## config.mk

```make
export PLATFORM = sky130hd
export DESIGN_NAME = cascaded_pd_balance_controller
export DESIGN_NICKNAME = d
export VERILOG_FILES = /design/src/cpdbc_pkg.sv /design/src/cpdbc_mac.sv /design/src/cpdbc_seq.sv /design/src/cascaded_pd_balance_controller.sv
export SDC_FILE = /design/constraint.sdc
export NUM_CORES = 2
export LEC_CHECK = 0
export BUFFER_PORTS_ARGS = -buffer_cell sky130_fd_sc_hd__buf_4
export CAP_MARGIN = 20
export CORE_ASPECT_RATIO = 1.75
export CORE_MARGIN = 4
export CORE_UTILIZATION = 32
export CTS_BUF_LIST = sky130_fd_sc_hd__clkbuf_16
export DETAILED_ROUTE_END_ITERATION = 10
export HOLD_SLACK_MARGIN = 0.08
export PLACE_DENSITY_LB_ADDON = 0.1
export SLEW_MARGIN = 20
export SYNTH_ARGS = -nofsm -noshare
export SYNTH_HDL_FRONTEND = slang
export SYNTH_SLANG_ARGS = --single-unit
```

## constraint.sdc

```tcl
create_clock -name i_clk -period 13.4 [get_ports i_clk]
set_clock_uncertainty 0.15 [all_clocks]
set_input_delay 2.68 -clock i_clk [delete_from_list [all_inputs] [get_ports i_clk]]
set_output_delay 2.68 -clock i_clk [all_outputs]
set_load 0.02 [all_outputs]
```

## src/cpdbc_pkg.sv

```systemverilog
`timescale 1ns / 1ps

package cpdbc_pkg;

    // Field and datapath widths
    localparam int GAIN_W  = 16;
    localparam int SMP_W   = 16;
    localparam int TGT_W   = 24;
    localparam int DRV_W   = 16;
    localparam int OPA_W   = 25;
    localparam int PROD_W  = OPA_W + GAIN_W;
    localparam int ACC_W   = PROD_W + 1;
    localparam int Q_BITS  = 12;
    localparam int CFG_IDX_W = 8;

    // Outer loop update divider default
    localparam int OUTER_DIVIDE_DEF = 6;

    // Filter coefficients, Q4.12 (0.3 and 0.7)
    localparam logic signed [GAIN_W-1:0] COEF_KEEP = 16'sd1229;
    localparam logic signed [GAIN_W-1:0] COEF_NEW  = 16'sd2867;

    // Register indexes
    localparam logic [CFG_IDX_W-1:0] REG_OUTER_PROP = 8'd0;
    localparam logic [CFG_IDX_W-1:0] REG_OUTER_RATE = 8'd1;
    localparam logic [CFG_IDX_W-1:0] REG_INNER_PROP = 8'd2;
    localparam logic [CFG_IDX_W-1:0] REG_INNER_DIFF = 8'd3;

    // Register reset values
    localparam logic signed [GAIN_W-1:0] RST_OUTER_PROP = 16'sd22118;
    localparam logic signed [GAIN_W-1:0] RST_OUTER_RATE = -16'sd1556;
    localparam logic signed [GAIN_W-1:0] RST_INNER_PROP = 16'sd410;
    localparam logic signed [GAIN_W-1:0] RST_INNER_DIFF = 16'sd0;

    typedef struct packed {
        logic signed [SMP_W-1:0] tilt_angle;
        logic signed [SMP_W-1:0] angular_rate;
    } t_in_item;

    typedef struct packed {
        logic signed [DRV_W-1:0] drive_value;
        logic signed [TGT_W-1:0] rate_target;
        logic                    saturated;
    } t_out_item;

    typedef enum logic [3:0] {
        S_IDLE,
        S_OUT_A,
        S_OUT_B,
        S_OUT_W,
        S_IN_A,
        S_IN_B,
        S_IN_W,
        S_DR_A,
        S_DR_B,
        S_DONE
    } t_seq_state;

    typedef enum logic [2:0] {
        OP_ANGLE,
        OP_RATE,
        OP_PREV,
        OP_TGT_ERR,
        OP_ERR,
        OP_ERR_DIFF
    } t_op_sel;

    typedef struct packed {
        logic en;
        logic clr;
    } t_mac_ctrl;

    typedef struct packed {
        t_mac_ctrl mac;
        t_op_sel   op;
        logic      wr_target;
        logic      wr_err;
        logic      wr_out;
    } t_seq_ctrl;

endpackage

```

## src/cpdbc_mac.sv

```systemverilog
`timescale 1ns / 1ps

module cpdbc_mac
    import cpdbc_pkg::*;
(
    input  logic                    i_clk,
    input  t_mac_ctrl               i_ctrl,
    input  logic signed [OPA_W-1:0]  i_a,
    input  logic signed [GAIN_W-1:0] i_b,
    output logic signed [TGT_W-1:0]  o_t24,
    output logic                    o_t24_sat,
    output logic signed [DRV_W-1:0]  o_d16,
    output logic                    o_d16_sat
);

    localparam int Q_W = ACC_W - Q_BITS;
    localparam int T_HI_I = 2**(TGT_W-1) - 1;
    localparam int D_HI_I = 2**(DRV_W-1) - 1;
    localparam logic signed [Q_W-1:0]   T_HI = Q_W'(T_HI_I);
    localparam logic signed [Q_W-1:0]   T_LO = Q_W'(-T_HI_I - 1);
    localparam logic signed [Q_W-1:0]   D_HI = Q_W'(D_HI_I);
    localparam logic signed [Q_W-1:0]   D_LO = Q_W'(-D_HI_I - 1);
    localparam logic signed [ACC_W-1:0] RND_HALF = ACC_W'(2**(Q_BITS-1));

    logic signed [ACC_W-1:0]  r_acc;
    logic signed [ACC_W-1:0]  n_acc;
    logic signed [PROD_W-1:0] w_prod;
    logic signed [ACC_W-1:0]  w_base;
    logic signed [ACC_W-1:0]  w_rsum;
    logic signed [Q_W-1:0]    w_q;

    // Multiply and accumulate
    assign w_prod = i_a * i_b;
    assign w_base = i_ctrl.clr ? '0 : r_acc;
    assign n_acc  = w_base + ACC_W'(w_prod);

    always_ff @(posedge i_clk) begin
        if (i_ctrl.en) begin
            r_acc <= n_acc;
        end
    end

    // Round to nearest, ties up, then drop the fraction
    assign w_rsum = r_acc + RND_HALF;
    assign w_q    = w_rsum[ACC_W-1:Q_BITS];

    // Clip to target width
    always_comb begin
        o_t24_sat = 1'b0;
        if (w_q > T_HI) begin
            o_t24     = TGT_W'(T_HI);
            o_t24_sat = 1'b1;
        end else if (w_q < T_LO) begin
            o_t24     = TGT_W'(T_LO);
            o_t24_sat = 1'b1;
        end else begin
            o_t24 = TGT_W'(w_q);
        end
    end

    // Clip to drive width
    always_comb begin
        o_d16_sat = 1'b0;
        if (w_q > D_HI) begin
            o_d16     = DRV_W'(D_HI);
            o_d16_sat = 1'b1;
        end else if (w_q < D_LO) begin
            o_d16     = DRV_W'(D_LO);
            o_d16_sat = 1'b1;
        end else begin
            o_d16 = DRV_W'(w_q);
        end
    end

endmodule

```

## src/cpdbc_seq.sv

```systemverilog
`timescale 1ns / 1ps

module cpdbc_seq
    import cpdbc_pkg::*;
(
    input  logic      i_clk,
    input  logic      i_rst_n,
    input  logic      i_in_fire,
    input  logic      i_upd,
    input  logic      i_out_free,
    output logic      o_in_ready,
    output t_seq_ctrl o_ctrl
);

    t_seq_state r_state;
    t_seq_state n_state;

    always_ff @(posedge i_clk) begin
        if (!i_rst_n) begin
            r_state <= S_IDLE;
        end else begin
            r_state <= n_state;
        end
    end

    // Advance through the product steps
    always_comb begin
        n_state = r_state;
        case (r_state)
            S_IDLE: begin
                if (i_in_fire) begin
                    n_state = i_upd ? S_OUT_A : S_IN_A;
                end
            end
            S_OUT_A: n_state = S_OUT_B;
            S_OUT_B: n_state = S_OUT_W;
            S_OUT_W: n_state = S_IN_A;
            S_IN_A:  n_state = S_IN_B;
            S_IN_B:  n_state = S_IN_W;
            S_IN_W:  n_state = S_DR_A;
            S_DR_A:  n_state = S_DR_B;
            S_DR_B:  n_state = S_DONE;
            S_DONE: begin
                if (i_out_free) begin
                    n_state = S_IDLE;
                end
            end
            default: n_state = S_IDLE;
        endcase
    end

    // Drive the datapath controls
    always_comb begin
        o_ctrl     = '0;
        o_ctrl.op  = OP_ANGLE;
        o_in_ready = 1'b0;
        case (r_state)
            S_IDLE: o_in_ready = 1'b1;
            S_OUT_A: begin
                o_ctrl.mac = '{en: 1'b1, clr: 1'b1};
                o_ctrl.op  = OP_ANGLE;
            end
            S_OUT_B: begin
                o_ctrl.mac = '{en: 1'b1, clr: 1'b0};
                o_ctrl.op  = OP_RATE;
            end
            S_OUT_W: o_ctrl.wr_target = 1'b1;
            S_IN_A: begin
                o_ctrl.mac = '{en: 1'b1, clr: 1'b1};
                o_ctrl.op  = OP_PREV;
            end
            S_IN_B: begin
                o_ctrl.mac = '{en: 1'b1, clr: 1'b0};
                o_ctrl.op  = OP_TGT_ERR;
            end
            S_IN_W: o_ctrl.wr_err = 1'b1;
            S_DR_A: begin
                o_ctrl.mac = '{en: 1'b1, clr: 1'b1};
                o_ctrl.op  = OP_ERR;
            end
            S_DR_B: begin
                o_ctrl.mac = '{en: 1'b1, clr: 1'b0};
                o_ctrl.op  = OP_ERR_DIFF;
            end
            S_DONE: o_ctrl.wr_out = i_out_free;
            default: o_ctrl = '0;
        endcase
    end

endmodule

```

## src/cascaded_pd_balance_controller.sv

```systemverilog
// One shared 25x16 MAC runs two products per stage (target, filtered error,
// drive); target and error each get a write state, and the drive result is
// loaded once the output is free. The target stage runs only on outer update
// ticks. A new input beat is taken only after the last result is loaded.
// Reset (synchronous, active low) clears the sequencer, tick counter, held
// target, filtered error and output valid, and reloads the gain registers.
`timescale 1ns / 1ps

module cascaded_pd_balance_controller
    import cpdbc_pkg::*;
#(
    parameter int OUTER_DIVIDE = OUTER_DIVIDE_DEF
) (
    input  logic                  i_clk,
    input  logic                  i_rst_n,
    input  logic                  i_in_valid,
    output logic                  o_in_ready,
    input  t_in_item              i_in_data,
    output logic                  o_out_valid,
    input  logic                  i_out_ready,
    output t_out_item             o_out_data,
    input  logic                  i_cfg_valid,
    output logic                  o_cfg_ready,
    input  logic [CFG_IDX_W-1:0]  i_cfg_index,
    input  logic [GAIN_W-1:0]     i_cfg_data
);

    localparam int TW = (OUTER_DIVIDE > 1) ? $clog2(OUTER_DIVIDE) : 1;

    logic signed [GAIN_W-1:0] r_g_outer_prop;
    logic signed [GAIN_W-1:0] r_g_outer_rate;
    logic signed [GAIN_W-1:0] r_g_inner_prop;
    logic signed [GAIN_W-1:0] r_g_inner_diff;

    logic [TW-1:0]            r_tick;
    logic [TW-1:0]            n_tick;
    logic [TW:0]              w_tick_inc;
    logic                     w_upd;

    logic signed [SMP_W-1:0]  r_angle;
    logic signed [SMP_W-1:0]  r_rate;
    logic signed [TGT_W-1:0]  r_target;
    logic signed [TGT_W-1:0]  r_ferr;
    logic signed [TGT_W-1:0]  r_prev_err;
    logic                     r_sat;
    logic                     r_out_valid;
    t_out_item                r_out;

    logic                     w_in_fire;
    logic                     w_out_fire;
    logic                     w_out_free;
    t_seq_ctrl                w_ctrl;

    logic signed [OPA_W-1:0]  w_a;
    logic signed [GAIN_W-1:0] w_b;
    logic signed [TGT_W-1:0]  w_t24;
    logic                     w_t24_sat;
    logic signed [DRV_W-1:0]  w_d16;
    logic                     w_d16_sat;

    assign w_in_fire  = i_in_valid && o_in_ready;
    assign w_out_fire = r_out_valid && i_out_ready;
    assign w_out_free = !r_out_valid || i_out_ready;
    assign o_cfg_ready = 1'b1;

    // Write gain registers; ignore unknown indexes
    always_ff @(posedge i_clk) begin
        if (!i_rst_n) begin
            r_g_outer_prop <= RST_OUTER_PROP;
            r_g_outer_rate <= RST_OUTER_RATE;
            r_g_inner_prop <= RST_INNER_PROP;
            r_g_inner_diff <= RST_INNER_DIFF;
        end else if (i_cfg_valid) begin
            case (i_cfg_index)
                REG_OUTER_PROP: r_g_outer_prop <= i_cfg_data;
                REG_OUTER_RATE: r_g_outer_rate <= i_cfg_data;
                REG_INNER_PROP: r_g_inner_prop <= i_cfg_data;
                REG_INNER_DIFF: r_g_inner_diff <= i_cfg_data;
                default: ;
            endcase
        end
    end

    // Count ticks toward the next outer update
    assign w_tick_inc = {1'b0, r_tick} + 1'b1;
    assign w_upd      = w_tick_inc >= (TW+1)'(OUTER_DIVIDE);
    assign n_tick     = w_upd ? '0 : w_tick_inc[TW-1:0];

    always_ff @(posedge i_clk) begin
        if (!i_rst_n) begin
            r_tick <= '0;
        end else if (w_in_fire) begin
            r_tick <= n_tick;
        end
    end

    // Capture the sample beat
    always_ff @(posedge i_clk) begin
        if (w_in_fire) begin
            r_angle <= i_in_data.tilt_angle;
            r_rate  <= i_in_data.angular_rate;
        end
    end

    // Select MAC operands
    always_comb begin
        case (w_ctrl.op)
            OP_ANGLE: begin
                w_a = -OPA_W'(r_angle);
                w_b = r_g_outer_prop;
            end
            OP_RATE: begin
                w_a = OPA_W'(r_rate);
                w_b = r_g_outer_rate;
            end
            OP_PREV: begin
                w_a = OPA_W'(r_ferr);
                w_b = COEF_KEEP;
            end
            OP_TGT_ERR: begin
                w_a = OPA_W'(r_target) - OPA_W'(r_rate);
                w_b = COEF_NEW;
            end
            OP_ERR: begin
                w_a = OPA_W'(r_ferr);
                w_b = r_g_inner_prop;
            end
            OP_ERR_DIFF: begin
                w_a = OPA_W'(r_ferr) - OPA_W'(r_prev_err);
                w_b = r_g_inner_diff;
            end
            default: begin
                w_a = '0;
                w_b = '0;
            end
        endcase
    end

    cpdbc_seq u_seq (
        .i_clk      (i_clk),
        .i_rst_n    (i_rst_n),
        .i_in_fire  (w_in_fire),
        .i_upd      (w_upd),
        .i_out_free (w_out_free),
        .o_in_ready (o_in_ready),
        .o_ctrl     (w_ctrl)
    );

    cpdbc_mac u_mac (
        .i_clk     (i_clk),
        .i_ctrl    (w_ctrl.mac),
        .i_a       (w_a),
        .i_b       (w_b),
        .o_t24     (w_t24),
        .o_t24_sat (w_t24_sat),
        .o_d16     (w_d16),
        .o_d16_sat (w_d16_sat)
    );

    // Hold loop state
    always_ff @(posedge i_clk) begin
        if (!i_rst_n) begin
            r_target   <= '0;
            r_ferr     <= '0;
            r_prev_err <= '0;
            r_sat      <= 1'b0;
        end else begin
            if (w_in_fire) begin
                r_sat <= 1'b0;
            end
            if (w_ctrl.wr_target) begin
                r_target <= w_t24;
                r_sat    <= r_sat | w_t24_sat;
            end
            if (w_ctrl.wr_err) begin
                r_prev_err <= r_ferr;
                r_ferr     <= w_t24;
                r_sat      <= r_sat | w_t24_sat;
            end
        end
    end

    // Load the result beat
    always_ff @(posedge i_clk) begin
        if (w_ctrl.wr_out) begin
            r_out.drive_value <= w_d16;
            r_out.rate_target <= r_target;
            r_out.saturated   <= r_sat | w_d16_sat;
        end
    end

    always_ff @(posedge i_clk) begin
        if (!i_rst_n) begin
            r_out_valid <= 1'b0;
        end else if (w_ctrl.wr_out) begin
            r_out_valid <= 1'b1;
        end else if (w_out_fire) begin
            r_out_valid <= 1'b0;
        end
    end

    assign o_out_valid = r_out_valid;
    assign o_out_data  = r_out;

    // Checks
    a_tick_range: assert property (@(posedge i_clk) disable iff (!i_rst_n)
        {1'b0, r_tick} < (TW+1)'(OUTER_DIVIDE))
        else $error("tick counter out of range");

    a_busy_after_beat: assert property (@(posedge i_clk) disable iff (!i_rst_n)
        w_in_fire |=> !o_in_ready)
        else $error("input ready while a tick is in work");

    a_result_source: assert property (@(posedge i_clk) disable iff (!i_rst_n)
        $rose(r_out_valid) |-> $past(w_ctrl.wr_out))
        else $error("result beat without a drive write");

    a_no_overwrite: assert property (@(posedge i_clk) disable iff (!i_rst_n)
        w_ctrl.wr_out |-> w_out_free)
        else $error("pending result overwritten");

    a_single_write: assert property (@(posedge i_clk) disable iff (!i_rst_n)
        $onehot0({w_ctrl.wr_target, w_ctrl.wr_err, w_ctrl.wr_out, w_in_fire}))
        else $error("overlapping sequencer writes");

endmodule
```

* Yosys cells after proc, flatten, opt, wreduce, memory -nomap -nowiden *
Index checks and enable logic that the tools add are counted.

storage, ports and cells
  register bits after elaboration = 260
  input bits = 61

operators by class
  equality and inequality tests = 19
  multipliers = 1
  $add $sub $neg = 6
  muxes and demuxes = 25
  order comparisons = 5
  reduce and logical (&&, ||, !) cells = 15
  bitwise operators = 2

operators by type and width
  cell                    count
  $pmux 25 s5             1
  $pmux 16 s6             1
  $mux 24                 2
  $add 42x13->42 const B  1
  $add 42x41->42          1
  $mux 42                 1
  $mul 25x16->41          1
  $pmux 4 s10             1
  $gt 30x16->1 const B    1
  $gt 30x24->1 const B    1
  $lt 30x16->1 const B    1
  $lt 30x24->1 const B    1
  $pmux 5 s6              1
  $neg 16->25             1
  $sub 24x16->25          1
  $sub 24x24->25          1
  $eq 4x3->1 const B      4
  $eq 8x2->1 const B      2
  $mux 16                 1
  $mux 1                  13
  $reduce_and 2->1        5
  $eq 4x2->1 const B      2
  $eq 4x4->1 const B      2
  $eq 8x1->1 const B      1
  19 further kinds        26

* Longest topological paths before layout *
  depth after elaboration = 7
  mapped depth = 36

* Cells and area by module *
A second synthesis with hierarchy kept.

second synthesis, totals
  cell total of the unflattened synthesis = 3,226
  area total of the unflattened synthesis = 30,077.6 µm²

modules (own cells, without submodules)
  module                          cells each  sequential area each (µm²)  times used  area an instance (µm²)
  cpdbc_mac                       1,975       1,261.2                     1           18,265.0
  cascaded_pd_balance_controller  1,205       5,014.8                     1           11,459.7
  cpdbc_seq                       46          80.1                        1           352.8

* Worst setup path after synthesis *
Ideal clock, no wire load.

  path type = reg-to-reg
  start point = register r_rate[1]
  end point = register u_mac.r_acc[41] (data pin)
  library setup time = 261 ps
  cell stages (with the launch flop) = 35
  arrival time = 8,164 ps
  slack = 4,824 ps
  period minus slack after synthesis = 8,576 ps
  path through = edfxtp_1 > inv_1 > ha_1 > nor2b_1 > o31a_1 > o311ai_1 > a221oi_1 > a211oi_2 > o21bai_1 > and3b_1 > o41ai_1 > o211ai_1 > clkbuf_1 > and2_1 > fa_1 > inv_1 > fa_1 > fa_1 > inv_1 > fa_1 > fa_1 > inv_1 > fa_1 > inv_1 > ha_1 > a21oi_1 > o21ai_0 > a21oi_1 > o21ai_0 > a221oi_1 > nand2_1 > nand4bb_1 > a221oi_1 > o21ai_0 > xnor2_1

between the ends
  cells in the longest elaborated chain, start to end = 4

ends and longest elaborated chain
  what                       RTL line                               text
  start, declared            cascaded_pd_balance_controller.sv:41   logic signed [SMP_W-1:0] r_rate;
  start signal, assigned     cascaded_pd_balance_controller.sv:101  r_rate <= i_in_data.angular_rate;
  $sub 24x16->25             cascaded_pd_balance_controller.sv:121  w_a = OPA_W'(r_target) - OPA_W'(r_rate);
  $pmux 25 s5 *              cascaded_pd_balance_controller.sv:107  case (w_ctrl.op)
  $mul 25x16->41 *           cpdbc_mac.sv:33                        assign w_prod = i_a * i_b;
  $add 42x41->42 *           cpdbc_mac.sv:35                        assign n_acc = w_base + ACC_W'(w_prod);
  named net u_mac.n_acc[41]  cpdbc_mac.sv:26                        logic signed [ACC_W-1:0] n_acc;
  end signal, assigned       cpdbc_mac.sv:39                        r_acc <= n_acc;
  end, declared              cpdbc_mac.sv:25                        logic signed [ACC_W-1:0] r_acc;

Mark *: on every way through the listed nets, which the timed path passes. The rest lies on a longest branch.
A chain may end at the register's enable or synchronous reset.

* Worst setup path in the final report *
  start point = register r_ferr[0]
  end point = register u_mac.r_acc[41] (data pin)

between the ends
  cells in the longest elaborated chain, start to end = 4

ends and longest elaborated chain
  what                       RTL line                               text
  start, declared            cascaded_pd_balance_controller.sv:43   logic signed [TGT_W-1:0] r_ferr;
  start signal, assigned     cascaded_pd_balance_controller.sv:177  r_ferr <= w_t24;
  $sub 24x24->25             cascaded_pd_balance_controller.sv:129  w_a = OPA_W'(r_ferr) - OPA_W'(r_prev_err);
  $pmux 25 s5 *              cascaded_pd_balance_controller.sv:107
  $mul 25x16->41 *           cpdbc_mac.sv:33
  $add 42x41->42 *           cpdbc_mac.sv:35
  named net u_mac.n_acc[41]  cpdbc_mac.sv:26

Marked as above.

==> flow_summary.ini <==
[place]
dpl.hpwl_mm = 84.0
routabilityCongestion = 0.886
numPortBuffers = 103

[setup_path]
worstSetupPathType = reg -> reg
r2r_slack_ns = 2.94
crit_end = u_mac.r_acc[41]
crit_slowest_cell = a21oi_2
r2r_cells = 35
cpPeakStageDelay_ns = 0.75
worstSetupStartpointType = flop
critPathLaunch = r_ferr[0]
worstPathMaxFanout = 16
r2r-end = u_mac.r_acc[41]
cpMostUsedCell = fa_1
r2r-start = r_ferr[0]
arrival_ns = 10.66
critPathRequiredTime_ns = 13.60
endpoint_kind = flop

[final_layout]
drive_gt1_frac = 0.0813
syn2layout_area_growth_pct = 11.6
fin_nets = 4001

[synthesis]
synthTopCellsByArea = fa_1 30%, edfxtp_1 12%, dfxtp_1 9.9%
yosysTopAreaCell = fa_1
synth_flop_cell = dfxtp_1
ys_types = 81
syn-cell-area_um2 = 29300
avgSynthCellArea_um2 = 8.93
syn_nets = 3943
yosysWarnings = 0
synth_edf_count = 115
yosysMostFrequentCell = inv_1
yosys-top-cells-count = 550 x inv_1, 469 x nand2_1, 437 x fa_1
yosysSeqAreaShare = 0.217
synth_top_area_frac = 0.299
synthArstFlopShare = 0
syn_inst = 3276
ys_ff_latch = 260

[die]
initial_core_util = 0.323
die_area_um2 = 96600
core_um2 = 90600
die_x_um = 237
dieHeight_um = 408
num_io_pins = 105
core.rowCount = 146

[clocking]
clockRootBuffer = clkbuf_16
htreeDepth = 1
clk_path_buf_depth = 3
cts_tree = done
cts_setup_buffers = 0
insertion_delay_ns = 0.62
cts_resized = 0
cts.sinks = 260
ctsHoldBuffers = 0
clkTransAtPathRegs_ns = 0.07
cts_buffers = 29

[global_routing]
grt_pass1_wl_mm = 159
grt_pass1_vias = 25609
grt_antenna_before_repair = 1
overflow = 0
grt_max_degree = 102
grtUsageTotal = 0.214

[worst_hold_path]
holdCritStartpoint = r_g_inner_prop[7]
hp-class = reg -> reg

[routing]
wirelength_mm = 103
drt_iter0_drc = 1431
wl_per_cell_um = 22.7
vias = 23209
firstDrtPassIters = 5
drc_errors = 0
drt-vias-per-instance = 5.11
ant_nets = 0

[run]
maxCapViolCount = 0

[sta]
tns_ns = 0
grt_setup_unrepaired = no
post-route-period-util = 0.780
min_period_ns = 10.46
fmax_ghz = 0.0956
final-setup-viol-count = 0
tightest_slew_ns = 1.09
finalMaxSlewViolations = 0
timing.hold.ws_ns = 0.310
relSlewSlack = 0.274
hold_viol = 0

[run_status]
status = finished clean
[critical path: cells and delay by family (launching register included)]
kind	cells	cell delay, ns
XOR/XNOR	1	0.16
AND/OR/NAND/NOR	8	1.73
adder cells (fa/ha/maj)	9	4.08
buffers and inverters	6	0.35
flip-flops	1	0.36
AO/OA/AOI/OAI	11	3.34
[final cells by class]
type                            instances  area, µm²
Clock buffer                           29        726
Clock inverter                         25        263
Timing Repair Buffer                  160       1200
Multi-Input combinational cell       2333      20600
Fill cell                            9389      58000
Sequential cell                       260       6360
Antenna cell                            1       2.50
Inverter                              550       2060
Tap cell                             1184       1480
[metal layers]
layer | up-vias | global-route usage | share of wire
met2 | 588 | 0.398 | 0.53
met5 | - | 0 | 0.00016
li1 | 10639 | - | -
met4 | 2 | 0.0886 | 0.052
met1 | 11779 | 0.248 | 0.38
met3 | 201 | 0.0209 | 0.038
[logic make-up (layout without fill, tap and decap cells)]
group	Yosys count	count (layout)	share of synthesized area
AND/OR/NAND/NOR	1077	1077	0.165
other	1	2	0.000128
flip-flops	260	260	0.217
buffers and inverters	683	764	0.0882
XOR/XNOR	117	117	0.0350
AO/OA/AOI/OAI	528	528	0.122
multiplexers	4	4	0.00137
adder cells (fa/ha/maj)	606	606	0.371
[flip-flops by register name, summed over array words and instances, names as in the netlist, 16 cells and up]
signal          flops
u_mac.r_acc        42
o_out_data         41
r_ferr             24
r_prev_err         24
r_target           24
r_angle            16
r_g_inner_diff     16
r_g_inner_prop     16
r_g_outer_prop     16
r_g_outer_rate     16
r_rate             16
[per-stage QoR]
| step | setup slack (ns) | cells | utilization | instance area [µm²] |
|---|---|---|---|---|
| global route | 2.38 | 4541 | 0.360 | 32700 |
| CTS | 2.92 | 4541 | 0.360 | 32700 |
| finish | 2.94 | 4542 | 0.360 | 32700 |
| detailed placement | 3.04 | 4487 | 0.349 | 31700 |
| floorplan | 4.82 | 3276 | - | 29300 |
| global placement | 3.12 | 4487 | 0.349 | 31700 |
[worst min path at each step]
stage | slack [ns] | depth (start not counted) | to
global placement | 0.30 | 2 | r_g_inner_prop[1]
finish | 0.31 | 2 | r_g_inner_prop[7]
CTS | 0.31 | 2 | r_g_inner_prop[7]
floorplan | 0.28 | 0 | o_out_data[10]
global route | 0.34 | 2 | r_g_inner_prop[7]
detailed placement | 0.30 | 2 | r_g_inner_prop[7]
[placed cells by master (no fill, tap or decap), types with 18 or more instances in the layout]
cell,count
xor2_1,36
a221o_1,18
o21a_1,24
nand2_1,469
nor2_1,262
and2_1,27
nand3_1,80
a31oi_1,22
o21ai_0,119
a21boi_0,67
and3_1,19
xnor2_1,81
edfxtp_1,115
nor2b_1,61
ha_1,169
buf_4,160
dfxtp_1,145
inv_1,551
nand2b_1,38
fa_1,437
clkbuf_16,29
a21oi_1,122
a21o_1,21
nor3_1,33
Power is left out: the tool's default activity adds up to more than one toggle a clock period on the data nets, which glitch-free logic cannot reach.
